`src/sfd_pkg.sv`:
```
// Shared types, codes and the CRC16-XMODEM byte update for the frame deframer.
// No dependencies; used by sfd_core and serial_frame_deframer_crc16.
`timescale 1ns / 1ps
`default_nettype none

package sfd_pkg;

    // Frame parser phases, in frame order
    typedef enum logic [2:0] {
        PH_HUNT   = 3'd0,
        PH_LEN_LO = 3'd1,
        PH_LEN_HI = 3'd2,
        PH_ID     = 3'd3,
        PH_DATA   = 3'd4,
        PH_CRC_HI = 3'd5,
        PH_CRC_LO = 3'd6
    } phase_t;

    // Result kinds
    localparam logic KIND_PAYLOAD = 1'b0;
    localparam logic KIND_STATUS  = 1'b1;

    // Frame status codes
    localparam logic [1:0] ST_GOOD = 2'd0;
    localparam logic [1:0] ST_CRC  = 2'd1;
    localparam logic [1:0] ST_LEN  = 2'd2;
    localparam logic [1:0] ST_INC  = 2'd3;

    // Configuration register indexes
    localparam logic CFG_START_BYTE = 1'b0;
    localparam logic CFG_MAX_LEN    = 1'b1;

    // Reset values and fixed numbers of the frame format
    localparam logic [7:0]  START_BYTE_RST = 8'h55;
    localparam logic [15:0] MAX_LEN_RST    = 16'hFFFF;
    localparam logic [15:0] CRC_POLY       = 16'h1021;
    localparam logic [15:0] CRC_INIT       = 16'h0000;
    localparam logic [15:0] OVERHEAD_LEN   = 16'd6;
    localparam logic [15:0] CRC_LEN        = 16'd2;
    localparam logic [15:0] COUNT_MAX      = 16'hFFFF;

    // One result item
    typedef struct packed {
        logic        item_kind;
        logic [7:0]  payload_byte;
        logic [7:0]  frame_id;
        logic [1:0]  frame_status;
        logic [15:0] payload_length;
        logic [15:0] bytes_consumed;
    } sfd_result_t;

    // CRC16-XMODEM update by one byte, MSB first
    function automatic logic [15:0] crc16_step(input logic [15:0] crc_in,
                                               input logic [7:0]  data);
        logic [15:0] c;
        c = crc_in ^ {data, 8'h00};
        for (int k = 0; k < 8; k++) begin
            c = c[15] ? ({c[14:0], 1'b0} ^ CRC_POLY) : {c[14:0], 1'b0};
        end
        return c;
    endfunction

endpackage

`default_nettype wire

```
`src/sfd_core.sv`:
```
// Frame parser state and per-byte step logic: phase, length, position, CRC, id, skip count.
// Depends on sfd_pkg for the phase type, codes, result struct and CRC update.
`timescale 1ns / 1ps
`default_nettype none

module sfd_core
    import sfd_pkg::*;
(
    input  wire logic        clk,
    input  wire logic        rst_n,
    input  wire logic        step_en,
    input  wire logic [7:0]  rx_byte,
    input  wire logic        chunk_last,
    input  wire logic [7:0]  start_byte,
    input  wire logic [15:0] max_frame_len,
    output logic             res_valid,
    output sfd_result_t      res
);

    phase_t      phase_reg, phase_next;
    logic [15:0] len_reg, len_next;
    logic [15:0] pos_reg, pos_next;
    logic [15:0] crc_reg, crc_next;
    logic [7:0]  id_reg, id_next;
    logic [15:0] skip_reg, skip_next;

    // Shared decode of the current byte
    logic        is_start;
    logic [15:0] pos_inc;
    logic [15:0] len_full;
    logic        len_bad;
    logic        at_crc_pos;
    logic [15:0] crc_upd;
    logic [15:0] plen_cur;
    logic        emit_status;

    // Status assembly
    logic        st_valid;
    logic [1:0]  st_code;
    logic [15:0] st_consumed;
    logic [15:0] st_plen;
    logic [7:0]  st_id;
    logic [16:0] total_sum;

    assign is_start   = (rx_byte == start_byte);
    assign pos_inc    = pos_reg + 16'd1;
    assign len_full   = {rx_byte, len_reg[7:0]};
    assign len_bad    = (len_full < OVERHEAD_LEN) || (len_full > max_frame_len);
    assign at_crc_pos = (pos_inc == (len_reg - CRC_LEN));
    assign crc_upd    = crc16_step((phase_reg == PH_HUNT) ? CRC_INIT : crc_reg, rx_byte);
    assign plen_cur   = len_reg - OVERHEAD_LEN;

    // Decide the result for this byte
    always_comb
    begin
        st_valid    = 1'b0;
        st_code     = ST_GOOD;
        st_consumed = pos_inc;
        st_plen     = '0;
        st_id       = id_reg;
        res_valid   = 1'b0;
        res         = '0;
        case (phase_reg)
            PH_HUNT:
            begin
                st_valid    = is_start && chunk_last;
                st_code     = ST_INC;
                st_consumed = 16'd1;
                st_id       = '0;
            end
            PH_LEN_LO:
            begin
                st_valid = chunk_last;
                st_code  = ST_INC;
            end
            PH_LEN_HI:
            begin
                if (len_bad)
                begin
                    st_valid = 1'b1;
                    st_code  = ST_LEN;
                end
                else
                begin
                    st_valid = chunk_last;
                    st_code  = ST_INC;
                    st_plen  = len_full - OVERHEAD_LEN;
                end
            end
            PH_ID:
            begin
                st_valid = chunk_last;
                st_code  = ST_INC;
                st_plen  = plen_cur;
                st_id    = rx_byte;
            end
            PH_DATA, PH_CRC_HI:
            begin
                st_valid = chunk_last;
                st_code  = ST_INC;
                st_plen  = plen_cur;
            end
            PH_CRC_LO:
            begin
                st_valid    = 1'b1;
                st_code     = (crc_upd == '0) ? ST_GOOD : ST_CRC;
                st_consumed = len_reg;
                st_plen     = plen_cur;
            end
            default:
            begin
                st_valid = 1'b0;
            end
        endcase

        // Saturate the skip plus frame byte count
        total_sum = {1'b0, skip_reg} + {1'b0, st_consumed};

        if (st_valid)
        begin
            res_valid          = 1'b1;
            res.item_kind      = KIND_STATUS;
            res.frame_id       = st_id;
            res.frame_status   = st_code;
            res.payload_length = st_plen;
            res.bytes_consumed = total_sum[16] ? COUNT_MAX : total_sum[15:0];
        end
        else if (phase_reg == PH_DATA)
        begin
            res_valid        = 1'b1;
            res.item_kind    = KIND_PAYLOAD;
            res.payload_byte = rx_byte;
            res.frame_id     = id_reg;
        end
    end

    assign emit_status = res_valid && (res.item_kind == KIND_STATUS);

    // Next parser state
    always_comb
    begin
        phase_next = phase_reg;
        len_next   = len_reg;
        pos_next   = pos_reg;
        crc_next   = crc_reg;
        id_next    = id_reg;
        skip_next  = skip_reg;
        case (phase_reg)
            PH_HUNT:
            begin
                if (is_start)
                begin
                    crc_next   = crc_upd;
                    len_next   = '0;
                    id_next    = '0;
                    pos_next   = 16'd1;
                    phase_next = PH_LEN_LO;
                end
                else if (chunk_last)
                begin
                    skip_next = '0;
                end
                else if (skip_reg != COUNT_MAX)
                begin
                    skip_next = skip_reg + 16'd1;
                end
            end
            PH_LEN_LO:
            begin
                crc_next   = crc_upd;
                pos_next   = pos_inc;
                len_next   = {8'h00, rx_byte};
                phase_next = PH_LEN_HI;
            end
            PH_LEN_HI:
            begin
                crc_next   = crc_upd;
                pos_next   = pos_inc;
                len_next   = len_full;
                phase_next = PH_ID;
            end
            PH_ID:
            begin
                crc_next   = crc_upd;
                pos_next   = pos_inc;
                id_next    = rx_byte;
                phase_next = at_crc_pos ? PH_CRC_HI : PH_DATA;
            end
            PH_DATA:
            begin
                crc_next = crc_upd;
                pos_next = pos_inc;
                if (at_crc_pos)
                begin
                    phase_next = PH_CRC_HI;
                end
            end
            PH_CRC_HI:
            begin
                crc_next   = crc_upd;
                pos_next   = pos_inc;
                phase_next = PH_CRC_LO;
            end
            PH_CRC_LO:
            begin
                crc_next = crc_upd;
                pos_next = pos_inc;
            end
            default:
            begin
                phase_next = PH_HUNT;
            end
        endcase

        // Drop back to hunting after any status
        if (emit_status)
        begin
            phase_next = PH_HUNT;
            skip_next  = '0;
        end
    end

    // Advance state on each processed byte
    always_ff @(posedge clk or negedge rst_n)
    begin
        if (!rst_n)
        begin
            phase_reg <= PH_HUNT;
            len_reg   <= '0;
            pos_reg   <= '0;
            crc_reg   <= CRC_INIT;
            id_reg    <= '0;
            skip_reg  <= '0;
        end
        else if (step_en)
        begin
            phase_reg <= phase_next;
            len_reg   <= len_next;
            pos_reg   <= pos_next;
            crc_reg   <= crc_next;
            id_reg    <= id_next;
            skip_reg  <= skip_next;
        end
    end

`ifndef ASSERT_OFF
    a_status_rehunts: assert property (@(posedge clk) disable iff (!rst_n)
        step_en && emit_status |=> (phase_reg == PH_HUNT) && (skip_reg == '0))
        else $error("parser did not return to hunting after a status item");

    a_payload_in_data: assert property (@(posedge clk) disable iff (!rst_n)
        step_en && res_valid && (res.item_kind == KIND_PAYLOAD) |-> (phase_reg == PH_DATA))
        else $error("payload item outside the data phase");

    a_pos_in_frame: assert property (@(posedge clk) disable iff (!rst_n)
        (phase_reg == PH_ID) || (phase_reg == PH_DATA) || (phase_reg == PH_CRC_HI)
        || (phase_reg == PH_CRC_LO) |-> (pos_reg < len_reg) && (len_reg >= OVERHEAD_LEN))
        else $error("byte position ran past the declared frame length");

    a_good_zero_residue: assert property (@(posedge clk) disable iff (!rst_n)
        step_en && emit_status && (res.frame_status == ST_GOOD) |=> (crc_reg == '0))
        else $error("good status with nonzero CRC residue");
`endif

endmodule

`default_nettype wire

```
`src/serial_frame_deframer_crc16.sv`:
```
// Path: an accepted request waits in the input register; its result, if any, is then loaded
// into the output register once that register has room.
// Throughput: one byte per cycle unless a stalled, full output register holds a result; the parser step
// between the input and output register (CRC byte update plus length compare) sets that figure.
// Reset: rst_n clears all control state and returns to hunting with start byte 0x55 and
// maximum frame length 65535; no clearing pass.
// Top level: config registers, input register, output register; uses sfd_pkg, sfd_core.
`timescale 1ns / 1ps
`default_nettype none

module serial_frame_deframer_crc16
    import sfd_pkg::*;
(
    input  wire logic        clk,
    input  wire logic        rst_n,
    // Configuration port
    input  wire logic        cfg_wr_en,
    input  wire logic        cfg_index,
    input  wire logic [15:0] cfg_wr_data,
    // Input channel
    input  wire logic        in_valid,
    output logic             in_stall,
    input  wire logic [7:0]  rx_byte,
    input  wire logic        chunk_last,
    // Output channel
    output logic             out_valid,
    input  wire logic        out_stall,
    output logic             item_kind,
    output logic [7:0]       payload_byte,
    output logic [7:0]       frame_id,
    output logic [1:0]       frame_status,
    output logic [15:0]      payload_length,
    output logic [15:0]      bytes_consumed
);

    logic [7:0]  start_byte_reg;
    logic [15:0] max_len_reg;

    logic        s1_valid_reg, s1_valid_next;
    logic [7:0]  s1_byte_reg;
    logic        s1_last_reg;

    logic        out_valid_reg, out_valid_next;
    sfd_result_t out_reg;

    logic        in_accept;
    logic        out_free;
    logic        step_en;
    logic        res_valid;
    sfd_result_t res;

    // Write configuration registers
    always_ff @(posedge clk or negedge rst_n)
    begin
        if (!rst_n)
        begin
            start_byte_reg <= START_BYTE_RST;
            max_len_reg    <= MAX_LEN_RST;
        end
        else if (cfg_wr_en)
        begin
            case (cfg_index)
                CFG_START_BYTE: start_byte_reg <= cfg_wr_data[7:0];
                CFG_MAX_LEN:    max_len_reg    <= cfg_wr_data;
                default:        start_byte_reg <= start_byte_reg;
            endcase
        end
    end

    // Step the parser when its result, if any, has room
    assign out_free  = !out_valid_reg || !out_stall;
    assign step_en   = s1_valid_reg && (!res_valid || out_free);
    assign in_stall  = s1_valid_reg && !step_en;
    assign in_accept = in_valid && !in_stall;

    sfd_core u_core (
        .clk           (clk),
        .rst_n         (rst_n),
        .step_en       (step_en),
        .rx_byte       (s1_byte_reg),
        .chunk_last    (s1_last_reg),
        .start_byte    (start_byte_reg),
        .max_frame_len (max_len_reg),
        .res_valid     (res_valid),
        .res           (res)
    );

    // Hold the accepted request until the parser takes it
    always_comb
    begin
        s1_valid_next = s1_valid_reg;
        if (in_accept)
        begin
            s1_valid_next = 1'b1;
        end
        else if (step_en)
        begin
            s1_valid_next = 1'b0;
        end
    end

    always_ff @(posedge clk or negedge rst_n)
    begin
        if (!rst_n)
        begin
            s1_valid_reg <= 1'b0;
        end
        else
        begin
            s1_valid_reg <= s1_valid_next;
        end
    end

    always_ff @(posedge clk)
    begin
        if (in_accept)
        begin
            s1_byte_reg <= rx_byte;
            s1_last_reg <= chunk_last;
        end
    end

    // Load the result register, drop it once taken
    always_comb
    begin
        out_valid_next = out_valid_reg;
        if (step_en && res_valid)
        begin
            out_valid_next = 1'b1;
        end
        else if (!out_stall)
        begin
            out_valid_next = 1'b0;
        end
    end

    always_ff @(posedge clk or negedge rst_n)
    begin
        if (!rst_n)
        begin
            out_valid_reg <= 1'b0;
        end
        else
        begin
            out_valid_reg <= out_valid_next;
        end
    end

    always_ff @(posedge clk)
    begin
        if (step_en && res_valid)
        begin
            out_reg <= res;
        end
    end

    assign out_valid      = out_valid_reg;
    assign item_kind      = out_reg.item_kind;
    assign payload_byte   = out_reg.payload_byte;
    assign frame_id       = out_reg.frame_id;
    assign frame_status   = out_reg.frame_status;
    assign payload_length = out_reg.payload_length;
    assign bytes_consumed = out_reg.bytes_consumed;

endmodule

`default_nettype wire
```
`config.mk`:
```
export PLATFORM = sky130hd
export DESIGN_NAME = serial_frame_deframer_crc16
export DESIGN_NICKNAME = d
export VERILOG_FILES = /design/src/sfd_pkg.sv /design/src/sfd_core.sv /design/src/serial_frame_deframer_crc16.sv
export SDC_FILE = /design/constraint.sdc
export NUM_CORES = 1
export LEC_CHECK = 0
export BUFFER_PORTS_ARGS = -buffer_cell sky130_fd_sc_hd__buf_2
export CAP_MARGIN = 10
export CORE_ASPECT_RATIO = 0.9
export CORE_UTILIZATION = 40
export CTS_CLUSTER_DIAMETER = 50
export DETAILED_ROUTE_END_ITERATION = 8
export PLACE_DENSITY = 0.61
export SYNTH_ARGS = -nofsm -noshare
export SYNTH_HDL_FRONTEND = slang
export SYNTH_SLANG_ARGS = --single-unit
export TNS_END_PERCENT = 1
```
`constraint.sdc`:
```
create_clock -name clk -period 5.85 [get_ports clk]
set_input_delay 0.2925 -clock clk [delete_from_list [all_inputs] [get_ports clk]]
set_output_delay 0.2925 -clock clk [all_outputs]
set_load 0.005 [all_outputs]
```
# Yosys cells after proc, flatten, opt, wreduce, memory -nomap -nowiden
# Index checks and enable logic that the tools add are counted.
word_totals:
  register_bits: 161
  latch_bits: 0
  mem_bits_rw: 0
  mem_bits_ro: 0
  input_bits: 31
  out_inout_bits: 53
  wordCells: 136
  mem_count: 0
op_classes:
  add_sub_neg: 6
  multipliers: 0
  n_div: 0
  magnitude_cmp: 2
  eq_ne: 15
  n_shift: 0
  mux: 46
  n_bitwise: 12
  reduce_logical: 36
ops:
  columns: ["cell", "count"]
  rows:
  - ["$mux 16", 11]
  - ["$pmux 16 s2", 4]
  - ["$mux 13", 8]
  - ["$pmux 16 s3", 1]
  - ["$add 16x1->16 const B", 2]
  - ["$pmux 8 s2", 2]
  - ["$sub 16x3->16 const B", 2]
  - ["$mux 8", 3]
  - ["$not 3->3", 8]
  - ["$pmux 3 s7", 1]
  - ["$add 16x16->17", 1]
  - ["$eq 16x16->1", 1]
  - ["$gt 16x16->1", 1]
  - ["$logic_not 16->1", 1]
  - ["$lt 16x3->1 const B", 1]
  - ["$ne 16x16->1 const B", 1]
  - ["$sub 16x2->16 const B", 1]
  - ["$xor 16x16->16", 1]
  - ["$reduce_and 4->1", 3]
  - ["$mux 1", 11]
  - ["$reduce_bool 2->1", 5]
  - ["$eq 3x3->1 const B", 3]
  - ["$mux 3", 3]
  - ["$reduce_and 3->1", 3]
  - ["19 further kinds", 39]

# Depth between registers and ports, before layout
depth:
  depth_word: 22
  ltp_mapped: 18
  ltp_nobuf: 15

# Hierarchy
# A second synthesis with hierarchy kept.
hier_totals:
  cells_unflattened: 1047
  hier_area_um2: 9905.8
modules_own_cells:
  columns: ["mod", "instances", "cells_each", "area_each_um2", "seq_area_each_um2"]
  rows:
  - ["sfd_core", 1, 923, 7081.8, 1876.8]
  - ["serial_frame_deframer_crc16", 1, 124, 2824.0, 2477.4]

# Worst setup path before layout
# No wires, ideal clock.
synth_timing:
  kind: "register -> register"
  startpoint: "reg s1_byte_reg[3]"
  endpoint: "reg out_reg, in the netlist bytes_consumed[0] (enable)"
  setup_time_ps: 476
  arrival_ps: 4659
  required_ps: 5374
  slack_ps: 715
  stages_incl_launch_ff: 12
  path_buffers: 3
  period_less_slack_ps: 5135
  cell_sequence: "edfxtp_1 buf_2 nor4_2 nand2_1 or4_1 clkbuf_1 a31oi_1 nand2_1 inv_1 buf_2 o21ai_0 a21oi_1"
synth_via:
  elab_chain_len: 9
  elab_cells_between_ends: 12
synth_lines:
  columns: ["item", "line_no", "rtl"]
  rows:
  - ["start, declared", "serial_frame_deframer_crc16.sv:40", "logic [7:0] s1_byte_reg;"]
  - ["start signal, assigned", "serial_frame_deframer_crc16.sv:118", "s1_byte_reg <= rx_byte;"]
  - ["$lt 16x3->1 / $gt 16x16->1 (equally long branches)", "sfd_core.sv:48", "assign len_bad = (len_full < OVERHEAD_LEN) || (len_full > max_frame_len);"]
  - ["$logic_or 1x1->1", "sfd_core.sv:48", null]
  - ["$mux 1", "sfd_core.sv:78", "if (len_bad)"]
  - ["$pmux 1 s4 *", "sfd_core.sv:63", "case (phase_reg)"]
  - ["$mux 1 *", "sfd_core.sv:119", "if (st_valid)"]
  - ["$logic_not 1->1", "serial_frame_deframer_crc16.sv:72", "assign step_en = s1_valid_reg && (!res_valid || out_free);"]
  - ["$logic_or 1x1->1", "serial_frame_deframer_crc16.sv:72", null]
  - ["$logic_and 1x1->1", "serial_frame_deframer_crc16.sv:72", null]
  - ["$logic_and 1x1->1 *", "serial_frame_deframer_crc16.sv:151", "if (step_en && res_valid)"]
  - ["end signal, assigned", "serial_frame_deframer_crc16.sv:153", "out_reg <= res;"]
  - ["end, declared", "serial_frame_deframer_crc16.sv:44", "sfd_result_t out_reg;"]
# Every way passes the cells marked *; elsewhere a longest branch is shown, timed or not.
# A chain may end at the register's enable or synchronous reset.

# Final worst setup path
layout_timing:
  startpoint: "reg u_core.phase_reg[1]"
  endpoint: "reg out_reg, in the netlist bytes_consumed[15] (data pin)"
layout_via:
  elab_chain_len: 4
  elab_cells_between_ends: 12
layout_lines:
  columns: ["item", "line_no", "rtl"]
  rows:
  - ["start, declared", "sfd_core.sv:20", "phase_t phase_reg, phase_next;"]
  - ["start signal, assigned", "sfd_core.sv:237", "phase_reg <= phase_next;"]
  - ["$eq 3x3->1 / $logic_not 3->1 (equally long branches)", "sfd_core.sv:63", null]
  - ["$pmux 16 s2", "sfd_core.sv:63", null]
  - ["$add 16x16->17", "sfd_core.sv:117", "total_sum = {1'b0, skip_reg} + {1'b0, st_consumed};"]
  - ["$mux 16", "sfd_core.sv:126", "res.bytes_consumed = total_sum[16] ? COUNT_MAX : total_sum[15:0];"]
# Parallel ways exist; a longest one is shown, timed or not.

==> reports/metrics.yaml <==
status: "completed"
ctsResizeCount: 0
final_max_slew_viol_count: 0
post_synth.cell_area_avg_um2: 9.63
clock-sinks: 161
skew_ns: 0.0131
synth_top_area_share: 0.196
tightest_slew_ns: 1.09
maxSlewHeadroom: 0.272
yosys_warnings: 0
dp.final_hpwl_mm: 20.0
worstSetupEndpointType: "register"
die_area_mm2: 0.0265
antenna_found_initial: 0
grt_setup_unrepaired: "no"
drt_iter0_markers: 883
first_pass_iters: 8
syn_inst: 1074
min_period_over_period: 0.800
utilization: 0.461
ys_types: 73
critPathRequiredTime_ns: 6.01
die_w_um: 172
nets: 1198
cts_tree: "built"
synthTopCellsByArea: "dfrtp_1 20%, edfxtp_1 17%, xnor2_1 6.2%"
start_kind: "register"
h-tree-depth: 4
drive_gt1_frac: 0.183
maxCapViolCount: 0
worstSkewPairLatency_ns: 0.44
start_util: 0.410
clk_path_buf_depth: 2
track_usage: 0.220
final_cell_mix: "120 x nand2_1, 82 x buf_2, 81 x nor2_1, 81 x dfrtp_1, 73 x xnor2_1"
seq_area_frac_synth: 0.421
grt_overflow: 0
insertedDiodeCount: 0
routedWlPerCell_um: 18.8
async_flop_share: 0.627
gp_congestion: 0.938
die_y_um: 155
cts_root_buffer: "clkbuf_16"
fin_crit_ns: 4.68
core_mm2: 0.0253
grt_pass1_vias: 8001
critical_path_class: "register to register"
arrival_ns: 4.84
setup_viol: 0
numPortBuffers: 83
ys_seq_elements: 161
synth_largest_area_cell: "dfrtp_1"
hold_viol: 0
remaining_drc_errors: 0
layout_commonest_cell: "nand2_1"
fmax_mhz: 214
p_per_area_mw_per_mm2: 513
cp_max_fo: 29
area_delta_synth_final_pct: 12.5
cts_buffers: 17
synth_nets: 1143
leakagePower_nw: 4.78
tns_ns: 0
routed_via_density: 5.65
ys.flop_type: "dfrtp_1"
ant_nets: 0
vias: 8383
io_pins: 84
hp-class: "primary input to register"
routed_wl_mm: 27.9
rows: 55
grt_start_max_net_pins: 68
clk_pin_slew_ns: 0.07
synth_edf_count: 60
grt_pass1_wl_mm: 44.7
synth_area_mm2: 0.0103
peakVddDrop_uv: 269
-- power breakdown --
group	internal (W)	switching, W	total (W)
clock	0.000585	0.000506	0.00109
combinational	0.00125	0.00179	0.00304
sequential	0.00151	0.000333	0.00184
-- final timing paths --
check	from	endpoint	slack, ns	depth (start not counted)
setup reg to reg	u_core.phase_reg[1]$_DFFE_PN0P_	bytes_consumed[15]$_SDFFCE_PP0P_	1.17	14
hold reg to reg	u_core.crc_reg[4]$_DFFE_PN0P_	u_core.crc_reg[4]$_DFFE_PN0P_	0.53	1
min in group asynchronous	rst_n	u_core.id_reg[4]$_DFFE_PN0P_	0.36	2
hold / removal	rx_byte[4]	s1_byte_reg[4]$_DFFE_PP_	0.03	1
max in group asynchronous	rst_n	u_core.pos_reg[15]$_DFFE_PN0P_	4.20	3
setup / recovery	u_core.phase_reg[1]$_DFFE_PN0P_	bytes_consumed[15]$_SDFFCE_PP0P_	1.17	14
-- repair_timing --
item,CTS,global route
hold buffers,1,0
setup buffers,0,0
hold endpoints to repair,34,0
-- Yosys cell counts (4+ instances only) --
| library cell | n |
|---|---|
| a211oi_1 | 4 |
| a21o_1 | 9 |
| a21oi_1 | 43 |
| a22o_1 | 19 |
| a22oi_1 | 17 |
| a31oi_1 | 15 |
| a32o_1 | 6 |
| and2_1 | 6 |
| and3_1 | 18 |
| buf_1 | 5 |
| buf_2 | 13 |
| clkbuf_1 | 43 |
| dfrtp_1 | 81 |
| dfstp_2 | 20 |
| edfxtp_1 | 60 |
| ha_1 | 37 |
| inv_1 | 36 |
| mux2_2 | 27 |
| mux2_4 | 14 |
| mux2i_1 | 12 |
| nand2_1 | 120 |
| nand2b_1 | 8 |
| nand3_1 | 23 |
| nand3b_1 | 8 |
| nand4_1 | 17 |
| nor2_1 | 81 |
| nor2b_1 | 10 |
| nor3_1 | 31 |
| nor4_1 | 8 |
| o211ai_1 | 7 |
| o21a_1 | 8 |
| o21ai_0 | 66 |
| o21bai_1 | 4 |
| o22ai_1 | 8 |
| o2bb2ai_1 | 7 |
| o31ai_1 | 9 |
| o41ai_1 | 6 |
| or3_1 | 5 |
| or4_1 | 4 |
| xnor2_1 | 73 |
| xor2_1 | 35 |
-- layer usage --
layer	vias up	part of all wire	track usage
met5	-	0	0
met4	0	0.024	0.0731
met3	49	0.066	0.0440
met2	288	0.45	0.330
met1	4041	0.47	0.316
li1	4005	-	-
-- area by class of cell --
cell class                      instances  area [um2]
Sequential cell                       161        4350
Clock inverter                         13         100
Inverter                               37         139
Timing Repair Buffer                  102         576
Tap cell                              342         428
Clock buffer                           19         464
Multi-Input combinational cell        810        5580
Fill cell                            2400       13600
-- through the flow --
step / setup slack [ns] / hold slack [ns] / std cells / instance area (um2) / total power, W
after CTS: 1.26 / 0.0144 / 1484 / 11600 / 0.00596
after global placement: 1.41 / 0.294 / 1451 / 11100 / 0.00483
after global routing: 0.684 / 0.00753 / 1484 / 11600 / 0.00638
after floorplan: 0.715 / -0.00309 / 1074 / 10300 / 0.00410
final: 1.17 / 0.0278 / 1484 / 11600 / 0.00597
after detailed placement: 1.34 / 0.295 / 1451 / 11100 / 0.00485
-- cells by family (layout without fill, tap and decap cells) --
kind of cell,after synthesis,in the layout,share of synthesized area
XOR/XNOR,111,111,0.0980
adder cells (fa/ha/maj),38,38,0.0467
buffers and inverters,103,171,0.0418
AO/OA/AOI/OAI,250,250,0.161
flip-flops,161,161,0.421
multiplexers,53,53,0.0613
AND/OR/NAND/NOR,358,358,0.170
-- critical path, stage by stage (launching register included) --
cell,delay [ns]
dfrtp_1,0.32
buf_4,0.29
clkinv_1,0.31
nor2_1,0.44
nand2_1,0.30
nand2_1,0.38
o22ai_1,0.18
ha_1,0.35
a2111oi_0,0.42
o21ai_0,0.24
a31o_2,0.29
a21oi_1,0.23
o2111ai_1,0.17
o41ai_1,0.36
o22ai_1,0.11
Power figures use the tool's default switching activity.
